### config.mk
export PLATFORM = sky130hd
export DESIGN_NAME = lsb_payload_pixel_embedder_core
export DESIGN_NICKNAME = d
export VERILOG_FILES = /design/src/rtl/core/lpe_pkg.sv /design/src/rtl/core/lpe_bit_buffer.sv /design/src/rtl/core/lpe_code_gen.sv /design/src/rtl/core/lsb_payload_pixel_embedder_core.sv
export SDC_FILE = /design/constraint.sdc
export NUM_CORES = 1
export LEC_CHECK = 0
export BUFFER_PORTS_ARGS = -buffer_cell sky130_fd_sc_hd__buf_4
export CORE_ASPECT_RATIO = 1.75
export CORE_MARGIN = 2
export CORE_UTILIZATION = 55
export DETAILED_ROUTE_END_ITERATION = 8
export PLACE_DENSITY = 0.85
export SLEW_MARGIN = 5
export SYNTH_ARGS = -nofsm -noshare
export SYNTH_HDL_FRONTEND = slang
export SYNTH_SLANG_ARGS = --single-unit
export TNS_END_PERCENT = 50
### constraint.sdc
create_clock -name clock -period 9.7 [get_ports clock]
set_input_delay 0.485 -clock clock [delete_from_list [all_inputs] [get_ports clock]]
set_output_delay 0.485 -clock clock [all_outputs]
set_load 0.005 [all_outputs]
### src/rtl/core/lpe_pkg.sv
// Shared types, constants and the color-count lookup for the LSB payload pixel embedder.
`timescale 1ns / 1ps
`default_nettype none

package lpe_pkg;

   // Field widths fixed by the interface
   localparam int unsigned BYTE_W = 8;
   localparam int unsigned CODE_W = 8;
   localparam int unsigned HELD_W = 5;
   localparam int unsigned BITS_W = 6;   // widest pop: 2 bits per channel times 3 channels
   localparam int unsigned BPP_W  = 3;
   localparam int unsigned LEN_W  = 4;

   // Input item kinds
   localparam logic MODE_BYTE  = 1'b0;
   localparam logic MODE_PIXEL = 1'b1;

   // Reset value of the color count register
   localparam logic [BYTE_W-1:0] NUM_COLORS_RESET = 8'd31;

   // Level table: color count bound, bits per pixel (3*lsb), code length
   localparam logic [BYTE_W-1:0] LVL0_MAX = 8'd3;
   localparam logic [BYTE_W-1:0] LVL1_MAX = 8'd7;
   localparam logic [BYTE_W-1:0] LVL2_MAX = 8'd15;
   localparam logic [BYTE_W-1:0] LVL3_MAX = 8'd31;

   typedef struct packed {
      logic [BPP_W-1:0] bpp;
      logic [LEN_W-1:0] code_len;
   } lpe_level_type;

   // Pop request from the code generator to the bit buffer
   typedef struct packed {
      logic             pop;
      logic [BPP_W-1:0] bpp;
   } lpe_pop_req_type;

   // Status of the bit buffer for the current request
   typedef struct packed {
      logic              refused;
      logic              padded;
      logic [BITS_W-1:0] bits;
   } lpe_buf_status_type;

   function automatic lpe_level_type lookup_level(input logic [BYTE_W-1:0] colors);
      lpe_level_type lvl;
      if (colors <= LVL0_MAX) begin
         lvl.bpp = 3'd6; lvl.code_len = 4'd8;
      end else if (colors <= LVL1_MAX) begin
         lvl.bpp = 3'd3; lvl.code_len = 4'd6;
      end else if (colors <= LVL2_MAX) begin
         lvl.bpp = 3'd3; lvl.code_len = 4'd7;
      end else if (colors <= LVL3_MAX) begin
         lvl.bpp = 3'd3; lvl.code_len = 4'd8;
      end else begin
         lvl.bpp = 3'd0; lvl.code_len = 4'd8;
      end
      return lvl;
   endfunction

endpackage

`default_nettype wire

### src/rtl/core/lpe_bit_buffer.sv
// MSB-first payload bit buffer: byte pushes, variable-width pops with zero padding.
`timescale 1ns / 1ps
`default_nettype none

module lpe_bit_buffer
   import lpe_pkg::*;
#(
   parameter int unsigned BUFFER_BITS = 16
) (
   input  wire logic                                 clock,
   input  wire logic                                 reset,
   input  wire logic                                 push_en,
   input  wire logic [BYTE_W-1:0]                    push_byte,
   input  wire lpe_pop_req_type                      pop_req,
   output lpe_buf_status_type                        status,
   output logic [$clog2(BUFFER_BITS+1)-1:0]          fill_next
);

   localparam int unsigned FW = $clog2(BUFFER_BITS + 1);
   localparam int unsigned SW = FW + 1;

   logic [BUFFER_BITS-1:0] store_ff, store_in;
   logic [FW-1:0]          fill_ff, fill_in;

   logic [SW-1:0]          push_sum;
   logic                   push_fits;
   logic [FW-1:0]          push_fill;
   logic [BUFFER_BITS-1:0] push_store;

   logic [FW-1:0]          pop_bpp;
   logic                   pop_short;
   logic [FW-1:0]          pad_shift;
   logic [FW-1:0]          pop_fill;
   logic [BITS_W-1:0]      pop_mask;
   logic [BITS_W-1:0]      short_bits;
   logic [BITS_W-1:0]      long_bits;
   logic [BUFFER_BITS-1:0] keep_mask;

   // push path: room check and shifted-in byte
   assign push_sum   = {1'b0, fill_ff} + SW'(BYTE_W);
   assign push_fits  = push_sum <= SW'(BUFFER_BITS);
   assign push_fill  = push_sum[FW-1:0];
   assign push_store = ((store_ff << BYTE_W) | BUFFER_BITS'(push_byte))
                       & ~({BUFFER_BITS{1'b1}} << push_fill);

   // pop path: short buffer pads low bits, otherwise take the top bpp bits
   assign pop_bpp    = FW'(pop_req.bpp);
   assign pop_short  = fill_ff < pop_bpp;
   assign pad_shift  = pop_bpp - fill_ff;
   assign pop_fill   = fill_ff - pop_bpp;
   assign pop_mask   = ~({BITS_W{1'b1}} << pop_req.bpp);
   assign short_bits = BITS_W'(store_ff[BITS_W-1:0] << pad_shift);
   assign long_bits  = BITS_W'(store_ff >> pop_fill) & pop_mask;
   assign keep_mask  = ~({BUFFER_BITS{1'b1}} << pop_fill);

   // next state and status
   always_comb begin
      store_in = store_ff;
      fill_in  = fill_ff;
      status   = '0;
      if (push_en) begin
         if (push_fits) begin
            store_in = push_store;
            fill_in  = push_fill;
         end else begin
            status.refused = 1'b1;
         end
      end else if (pop_req.pop) begin
         if (pop_short) begin
            status.bits   = short_bits;
            status.padded = 1'b1;
            store_in      = '0;
            fill_in       = '0;
         end else begin
            status.bits = long_bits;
            store_in    = store_ff & keep_mask;
            fill_in     = pop_fill;
         end
      end
   end

   assign fill_next = fill_in;

   always_ff @(posedge clock) begin
      if (reset) begin
         store_ff <= '0;
         fill_ff  <= '0;
      end else begin
         store_ff <= store_in;
         fill_ff  <= fill_in;
      end
   end

   // fill never exceeds the buffer size
   a_fill_bound: assert property (@(posedge clock) disable iff (reset)
      fill_ff <= FW'(BUFFER_BITS))
      else $error("bit buffer fill above capacity");

   // a refused byte leaves the buffer alone
   a_refuse_hold: assert property (@(posedge clock) disable iff (reset)
      (push_en && !push_fits) |=> ($stable(fill_ff) && $stable(store_ff)))
      else $error("refused byte changed the bit buffer");

   // padding always drains the buffer
   a_pad_empty: assert property (@(posedge clock) disable iff (reset)
      (!push_en && pop_req.pop && pop_short) |=> (fill_ff == '0 && store_ff == '0))
      else $error("padded pop left bits in the buffer");

endmodule

`default_nettype wire

### src/rtl/core/lpe_code_gen.sv
// Pixel code generation: level lookup, header and transparent codes, payload-offset code.
`timescale 1ns / 1ps
`default_nettype none

module lpe_code_gen
   import lpe_pkg::*;
(
   input  wire logic                take,
   input  wire logic                mode,
   input  wire logic [BYTE_W-1:0]   pixel_index,
   input  wire logic [BYTE_W-1:0]   num_colors,
   input  wire logic                first_pending,
   input  wire logic [BITS_W-1:0]   bits,
   output lpe_pop_req_type          pop_req,
   output logic [CODE_W-1:0]        pixel_code
);

   lpe_level_type           level;
   logic                    transparent;
   logic [CODE_W-1:0]       top_code;
   logic [BYTE_W+BITS_W-1:0] product;

   assign level       = lookup_level(num_colors);
   assign transparent = pixel_index == num_colors;

   // 2^m - 1, with m = 8 giving 255
   assign top_code = CODE_W'((9'd1 << level.code_len) - 9'd1);

   assign product = {{BITS_W{1'b0}}, num_colors} * {{BYTE_W{1'b0}}, bits};

   // only a regular pixel consumes payload bits
   always_comb begin
      pop_req.pop = take && (mode == MODE_PIXEL) && !first_pending && !transparent;
      pop_req.bpp = level.bpp;
   end

   // code select
   always_comb begin
      if (mode != MODE_PIXEL) begin
         pixel_code = '0;
      end else if (first_pending) begin
         pixel_code = top_code - CODE_W'(1);
      end else if (transparent) begin
         pixel_code = top_code;
      end else begin
         pixel_code = product[CODE_W-1:0] + pixel_index;
      end
   end

endmodule

`default_nettype wire

### src/rtl/core/lsb_payload_pixel_embedder_core.sv
// Top level of the LSB payload pixel embedder: request handshake, config and result register.
//
// Takes one request per clock cycle while req_stall is low: a payload byte push or a palette pixel
// index. All work is done in one pass of logic between the bit buffer state and the result
// register, so a result appears in the cycle after its request is accepted.
// The result register holds a finished result while rsp_stall is high; req_stall is raised only
// while that held result is stalled. num_colors is written through csr_write_en/csr_write_data
// and must only change while the block is idle. BUFFER_BITS sets the payload buffer depth
// (14 to 32); a byte is refused when it would overflow the buffer.
`timescale 1ns / 1ps
`default_nettype none

module lsb_payload_pixel_embedder_core
   import lpe_pkg::*;
#(
   parameter int unsigned BUFFER_BITS = 16
) (
   input  wire logic                clock,
   input  wire logic                reset,
   // configuration
   input  wire logic                csr_write_en,
   input  wire logic [BYTE_W-1:0]   csr_write_data,
   // requests
   input  wire logic                req_valid,
   output logic                     req_stall,
   input  wire logic                req_mode,
   input  wire logic [BYTE_W-1:0]   req_payload_byte,
   input  wire logic [BYTE_W-1:0]   req_pixel_index,
   // results
   output logic                     rsp_valid,
   input  wire logic                rsp_stall,
   output logic [CODE_W-1:0]        rsp_pixel_code,
   output logic                     rsp_byte_refused,
   output logic                     rsp_bits_padded,
   output logic [HELD_W-1:0]        rsp_bits_held
);

   localparam int unsigned FW = $clog2(BUFFER_BITS + 1);

   logic [BYTE_W-1:0]  num_colors_ff, num_colors_in;
   logic               first_pending_ff, first_pending_in;

   logic               rsp_valid_ff, rsp_valid_in;
   logic [CODE_W-1:0]  rsp_pixel_code_ff;
   logic               rsp_byte_refused_ff;
   logic               rsp_bits_padded_ff;
   logic [HELD_W-1:0]  rsp_bits_held_ff;

   logic               accept;
   lpe_pop_req_type    pop_req;
   lpe_buf_status_type buf_status;
   logic [FW-1:0]      fill_next;
   logic [CODE_W-1:0]  pixel_code;
   logic [BITS_W-1:0]  fill_wide;

   // handshake
   assign req_stall = rsp_valid_ff && rsp_stall;
   assign accept    = req_valid && !req_stall;

   lpe_code_gen u_code_gen (
      .take          (accept),
      .mode          (req_mode),
      .pixel_index   (req_pixel_index),
      .num_colors    (num_colors_ff),
      .first_pending (first_pending_ff),
      .bits          (buf_status.bits),
      .pop_req       (pop_req),
      .pixel_code    (pixel_code)
   );

   lpe_bit_buffer #(
      .BUFFER_BITS (BUFFER_BITS)
   ) u_bit_buffer (
      .clock     (clock),
      .reset     (reset),
      .push_en   (accept && (req_mode == MODE_BYTE)),
      .push_byte (req_payload_byte),
      .pop_req   (pop_req),
      .status    (buf_status),
      .fill_next (fill_next)
   );

   // bits_held wraps to its 5 bits
   assign fill_wide = BITS_W'(fill_next);

   // control next state
   always_comb begin
      num_colors_in    = csr_write_en ? csr_write_data : num_colors_ff;
      first_pending_in = (accept && (req_mode == MODE_PIXEL)) ? 1'b0 : first_pending_ff;
      rsp_valid_in     = accept || (rsp_valid_ff && rsp_stall);
   end

   always_ff @(posedge clock) begin
      if (reset) begin
         num_colors_ff    <= NUM_COLORS_RESET;
         first_pending_ff <= 1'b1;
         rsp_valid_ff     <= 1'b0;
      end else begin
         num_colors_ff    <= num_colors_in;
         first_pending_ff <= first_pending_in;
         rsp_valid_ff     <= rsp_valid_in;
      end
   end

   // result register
   always_ff @(posedge clock) begin
      if (accept) begin
         rsp_pixel_code_ff   <= pixel_code;
         rsp_byte_refused_ff <= buf_status.refused;
         rsp_bits_padded_ff  <= buf_status.padded;
         rsp_bits_held_ff    <= fill_wide[HELD_W-1:0];
      end
   end

   assign rsp_valid        = rsp_valid_ff;
   assign rsp_pixel_code   = rsp_pixel_code_ff;
   assign rsp_byte_refused = rsp_byte_refused_ff;
   assign rsp_bits_padded  = rsp_bits_padded_ff;
   assign rsp_bits_held    = rsp_bits_held_ff;

   // header is used up by the first accepted pixel
   a_header_once: assert property (@(posedge clock) disable iff (reset)
      (accept && req_mode == MODE_PIXEL) |=> !first_pending_ff)
      else $error("header pending after a pixel request");

   // a padded result reports an empty buffer
   a_pad_held: assert property (@(posedge clock) disable iff (reset)
      (rsp_valid_ff && rsp_bits_padded_ff) |-> (rsp_bits_held_ff == '0))
      else $error("padded result with bits still held");

   // byte and pixel flags never show together
   a_flags_excl: assert property (@(posedge clock) disable iff (reset)
      rsp_valid_ff |-> !(rsp_byte_refused_ff && rsp_bits_padded_ff))
      else $error("refused and padded flags both set");

endmodule

`default_nettype wire
==> results of run 1 <==
==> state kept, by name, summed over array words and instances, names as in the netlist <==
name and count:
rsp_bits_held 5, rsp_bits_padded 1, u_bit_buffer.store_ff 16, rsp_valid 1
num_colors_ff 8, rsp_pixel_code 8, u_bit_buffer.fill_ff 5, first_pending_ff 1
rsp_byte_refused 1
==> power breakdown <==
part	switching, mW	internal, mW
registers	0.0153	0.211
clock network	0.0755	0.0958
logic	0.107	0.0762
total	0.198	0.383
==> routing by layer <==
layer  GRT usage  vias to the layer above
li1            -                     1838
met1       0.276                     1947
met2       0.531                      192
met3      0.0435                       74
met4       0.233                        0
met5           0                        -
==> worst register-to-register path, delay by kind of cell (launching register included) <==
family                     cells  cell delay, ns
and+or+nand+nor                4            0.95
xor gates and xnor gates       4            0.87
DFF                            1            0.37
buffers and inverters          8            0.57
muxes                          1            0.63
AOI/OAI and AO/OA              6            0.81
adders and majority gates      7            3.59
==> layout by cell type (no fill, tap or decap), drive strengths merged, types with 15 or more instances in the layout <==
cell     n
fa      19
o21ai   19
buf     49
edfxtp  15
mux2i   25
nand2   53
a21oi   32
nor2b   18
nor2    44
xnor2   21
inv     35
dfxtp   31
ha      28
==> through the flow <==
stage	setup slack, ns	area (µm²)	instances	utilization
2_1_floorplan	2.17	4430	515	-
3_3_place_gp	1.89	4780	624	0.608
3_5_place_dp	1.66	4780	624	0.608
4_1_cts	1.65	4920	632	0.626
5_1_grt	1.12	4920	632	0.626
6_report	1.63	4920	632	0.626
==> cells by family after synthesis <==
family                     Yosys count
muxes                               35
adders and majority gates           47
DFF                                 46
AOI/OAI and AO/OA                  114
and+or+nand+nor                    174
buffers and inverters               64
other                                2
xor gates and xnor gates            27
==> worst max-delay path by stage <==
stage | end | startpoint | slack [ns]
after floorplan | rsp_pixel_code[7] | num_colors_ff[7] | 2.17
after global placement | rsp_pixel_code[7] | num_colors_ff[5] | 1.89
after detailed placement | rsp_pixel_code[7] | num_colors_ff[5] | 1.66
after CTS | rsp_pixel_code[7] | num_colors_ff[5] | 1.65
after global routing | rsp_pixel_code[7] | num_colors_ff[5] | 1.12
final | rsp_pixel_code[7] | num_colors_ff[5] | 1.63
==> final cells by class <==
| cell class | instances | area, µm² |
|---|---|---|
| clock buffer | 6 | 129 |
| clock inverter | 2 | 12.5 |
| fill | 674 | 2940 |
| inverter | 34 | 128 |
| multi-input combinational | 405 | 3100 |
| sequential | 46 | 1070 |
| tap | 90 | 113 |
| timing repair buffer | 49 | 368 |
==> run_results.csv, run 1 <==
group,metric,value,unit
critical_path,cpLargestDelayFamily,"adder cells",
critical_path,r2r-start,"num_colors_ff[5]",
floorplanning,initial_utilization,0.561,
synthesis,yosys.area.top_type_share,0.141,
synthesis,synthArstFlopShare,0,
synthesis,synth_area_leaders,"dfxtp_1 (14%), edfxtp_1 (10%), fa_1 (8.6%)",
cells_and_area,antenna_cells,0,
synthesis,syn_inst,509,
synthesis,yosysWarnings,0,
floorplanning,die_h,122,µm
clock_network,numCtsBuffers,5,
grt,grt_pass1_wl,19700,µm
critical_path,cp_slowest_cell,"fa_1",
sta,min_period,8.07,ns
flow_run,cap_violations,0,
critical_path,worst-r2r-setup-slack,1.63,ns
clock_network,clk_latency,0.29,ns
synthesis,synth_common_cells,"nand2_1 (53), nor2_1 (44), inv_1 (34)",
clock_network,tritoncts,"built",
sta,skew,0.00841,ns
sta,whs,0.399,ns
sta,hold_viol,0,
floorplanning,io_pins,47,
min_path,whs_path_depth,2,
critical_path,slowest_delay,1.08,ns
detailed_routing,top_layer,"met4",
clock_network,cts_setup_buffers,0,
sta,rsz0062_at_grt,"no",
sta,period_share,0.832,
clock_network,cts_hold_buffers,0,
synthesis,synth_cell_types,59,
cells_and_area,area_growth,11.6,%
synthesis,synth-xor-area-share,0.0568,
synthesis,synth-edff-count,15,
sta,finalSetupViolations,0,
placed_design,io_buffers,46,
pwr,p_leak,2.03,nW
placed_design,globalplace.congestion,0.980,
detailed_routing,dr.pass1.iters,5,
critical_path,crit_arrival,8.09,ns
detailed_routing,viasPerCell,6.41,
synthesis,yosys.area_share.adder,0.166,
pwr,cellPowerDensity,118,nW/µm²
detailed_routing,met3WireLength,631,µm
critical_path,worstSetupStartpointType,"flip-flop",
floorplanning,rows,43,
critical_path,r2r-end,"rsp_pixel_code[7]",
synthesis,synth-compound-area-share,0.177,
clock_network,cts_buffer_depth,2,
sta,tns,0,ns
clock_network,clk_pin_slew,0.07,ns
synthesis,ys_ff_latch,46,
synthesis,syn_avg_cell_area,8.66,µm²
clock_network,cts_root_buffer,"clkbuf_16",
detailed_routing,wl_met2,6520,µm
floorplanning,die_w,71.7,µm
critical_path,crit_buf_inv,8,
critical_path,cp.depth,30,
detailed_routing,routedWlPerCell,19.2,µm
pwr,vdd_drop_max,123,µV
grt,antenna_found_initial,0,
detailed_routing,vias,4051,
sta,slew_headroom,0.226,
detailed_routing,first_iter_violations,232,
sta,tightest_slew,1.15,ns
grt,grt_max_degree,32,
run_status,status,"completed",
min_path,hp-start,"csr_write_data[2]",
critical_path,path_class,"flip-flop to flip-flop",
cells_and_area,drive_gt1_frac,0.140,
synthesis,syn_area,4410,µm²
synthesis,synth_most_common_cell,"nand2_1",
synthesis,synth_top_family_by_area,"simple AND/OR/NAND/NOR gates",
cells_and_area,nets,618,
critical_path,cp_max_fo,22,
grt,grt_usage,0.289,
synthesis,synth_area_leader_cell,"dfxtp_1",
detailed_routing,drt-met1-wl,4050,µm
placed_design,post-dp-hpwl,9350,µm
detailed_routing,ant_nets,0,
sta,slew_viol_final,0,
critical_path,path_common_cell,"inv_1",
detailed_routing,wl,12100,µm
critical_path,cp.required,9.72,ns
floorplanning,core,7860,µm²
synthesis,synth-simple-area-share,0.196,
grt,grt_pass1_vias,4236,
detailed_routing,drcViolationCount,0,
clock_network,htree_levels,2,
synthesis,ys_seq_area_frac,0.243,
clock_network,cts_resized,0,
grt,grt_overflow,0,
min_path,min_to,"num_colors_ff[2]",
floorplanning,dieArea,8780,µm²
clock_network,cts_sinks,46,
critical_path,rr_worst_depth,30,
critical_path,end_kind,"flip-flop",
sta,fmax,124,MHz
synthesis,synth_ff_type,"dfxtp_1",
min_path,min_path_type,"input port to flip-flop",
synthesis,synthMuxAreaShare,0.100,
pwr,p_total,0.580,mW
Power figures use the tool's default switching activity.
==> run 2: changes to the inputs <==
==> constraint.sdc (replaced) <==
create_clock -name clock -period 7.9 [get_ports clock]
set_input_delay 0.395 -clock clock [delete_from_list [all_inputs] [get_ports clock]]
set_output_delay 0.395 -clock clock [all_outputs]
set_load 0.005 [all_outputs]
==> run 2 against run 1 <==
  * Non-clock buffer count grew 14
  * Wire length increased by 3.4%
  * Sequential share of layout area fell by 0.64 points
  * Clock-buffer cell count unchanged
  * Register-to-register slack lost 1.3 ns
  * Largest cell class unchanged
==> run_results.csv, run 2 (synthesis gave the netlist of run 1 again) <==
group,metric,value,unit
cells_and_area,area_growth,15.0,%
detailed_routing,vias,4114,
clock_network,htree_levels,2,
cells_and_area,layout_commonest_cell,"buf_4",
pwr,p_int,0.480,mW
floorplanning,die_h,122,µm
grt,grt_usage,0.298,
clock_network,numCtsBuffers,5,
clock_network,cts_sinks,46,
pwr,p_total,0.732,mW
cells_and_area,design_area,5070,µm²
floorplanning,core,7860,µm²
critical_path,cp_max_fo,5,
floorplanning,initial_utilization,0.561,
placed_design,dp_cells,636,
cells_and_area,drive_gt1_frac,0.174,
sta,hold_viol,0,
detailed_routing,routedWlPerCell,19.4,µm
floorplanning,dieArea,8780,µm²
floorplanning,die_w,71.7,µm
detailed_routing,viasPerCell,6.37,
cells_and_area,largest_reg_flops,16,
pwr,cellPowerDensity,144,nW/µm²
placed_design,globalplace.congestion,0.962,
critical_path,crit_arrival,7.55,ns
clock_network,clk_latency,0.29,ns
clock_network,clk_pin_slew,0.07,ns
sta,period_share,0.952,
sta,rsz0062_at_grt,"no",
pwr,p_comb_frac,0.335,
grt,grt_max_degree,32,
detailed_routing,first_iter_violations,232,
critical_path,path_common_cell,"inv_1",
sta,min_period,7.52,ns
sta,fmax,133,MHz
placed_design,pre_cts_ws,0.0472,ns
sta,tns,0,ns
cells_and_area,ff_latch_area,1070,µm²
pwr,p_leak,2.10,nW
sta,slew_viol_final,0,
critical_path,end_kind,"flip-flop",
sta,fin_ws,0.381,ns
min_path,whs_path_depth,2,
critical_path,cp.required,7.93,ns
detailed_routing,ant_nets,0,
cells_and_area,multi_input_area,3140,µm²
pwr,vdd_drop_max,190,µV
critical_path,slowest_delay,0.54,ns
min_path,min_path_type,"input port to flip-flop",
clock_network,cts_root_buffer,"clkbuf_16",
floorplanning,io_pins,47,
grt,grt_pass1_vias,4312,
grt,grt_pass1_wl,20200,µm
sta,skew,0.00412,ns
pwr,clkPwrFrac,0.290,
detailed_routing,wl,12500,µm
cells_and_area,fillCellCount,661,
cells_and_area,final_cell_mix,"buf_4 (63), nand2_1 (52), nor2_1 (43)",
pwr,seqPwrFrac,0.375,
sta,slew_headroom,0.478,
critical_path,cp_slowest_cell,"mux4_2",
detailed_routing,dr.pass1.iters,4,
cells_and_area,antenna_cells,0,
floorplanning,rows,43,
clock_network,tritoncts,"built",
sta,finalSetupViolations,0,
critical_path,worstSetupStartpointType,"flip-flop",
clock_network,cts_buffer_depth,2,
run_status,status,"completed",
placed_design,place_area,4870,µm²
cells_and_area,regMostFlops,"u_bit_buffer.store_ff",
grt,antenna_found_initial,0,
critical_path,path_class,"flip-flop to flip-flop",
pwr,swShare,0.344,
pwr,switchingPower,0.252,mW
flow_run,cap_violations,0,
cells_and_area,post-route-util,0.645,
critical_path,rr_worst_depth,31,
cells_and_area,instances_no_fill,646,
detailed_routing,drcViolationCount,0,
placed_design,post-dp-hpwl,9570,µm
cells_and_area,nets,632,
sta,tightest_slew,0.782,ns
sta,whs,0.308,ns
grt,grt_overflow,0,
placed_design,io_buffers,46,
## run 2: final timing paths
check / from / end / slack [ns]
setup / recovery: num_colors_ff[7] / rsp_pixel_code[7] / 0.38
hold / removal: csr_write_data[4] / num_colors_ff[4] / 0.31
setup reg to reg: num_colors_ff[7] / rsp_pixel_code[7] / 0.38
hold reg to reg: u_bit_buffer.store_ff[14] / u_bit_buffer.store_ff[14] / 0.52
## run 2: timing repair
| item | 4_1_cts | 5_1_grt |
|---|---|---|
| setup buffers | 0 | 2 |
| gates resized for setup | 0 | 8 |
| endpoints found under the setup margin | 0 | 1 |
| hold buffers | 0 | 0 |
## run 2: routing by layer
layer	wire, µm	track usage	vias up
li1	-	-	1875
met1	4190	0.287	1972
met2	6740	0.552	191
met3	636	0.0452	76
met4	966	0.226	0
met5	0	0	-
## run 2: area by class of cell
class                           count  share of cell area
Timing Repair Buffer               63              0.0933
Clock inverter                      2             0.00247
Tap cell                           90              0.0222
Inverter                           34              0.0252
Sequential cell                    46               0.211
Multi-Input combinational cell    405               0.620
Clock buffer                        6              0.0254
## run 2: worst max-delay path: cells and delay by family, from the launching register on
kind / cells / cell delay [ns]
AO/OA/AOI/OAI: 4 / 0.55
XOR/XNOR: 5 / 0.99
adder cells (fa/ha/maj): 7 / 2.75
buffers and inverters: 8 / 0.50
flip-flops: 1 / 0.35
multiplexers: 2 / 1.02
AND/OR/NAND/NOR: 5 / 1.09
## run 2: power groups by stage
stage	Sequential, mW	Clock [mW]	Combinational [mW]
floorplan	0.272	0	0.166
global placement	0.278	0	0.230
detailed placement	0.279	0	0.235
CTS	0.274	0.213	0.236
global route	0.275	0.222	0.266
finish	0.274	0.212	0.245
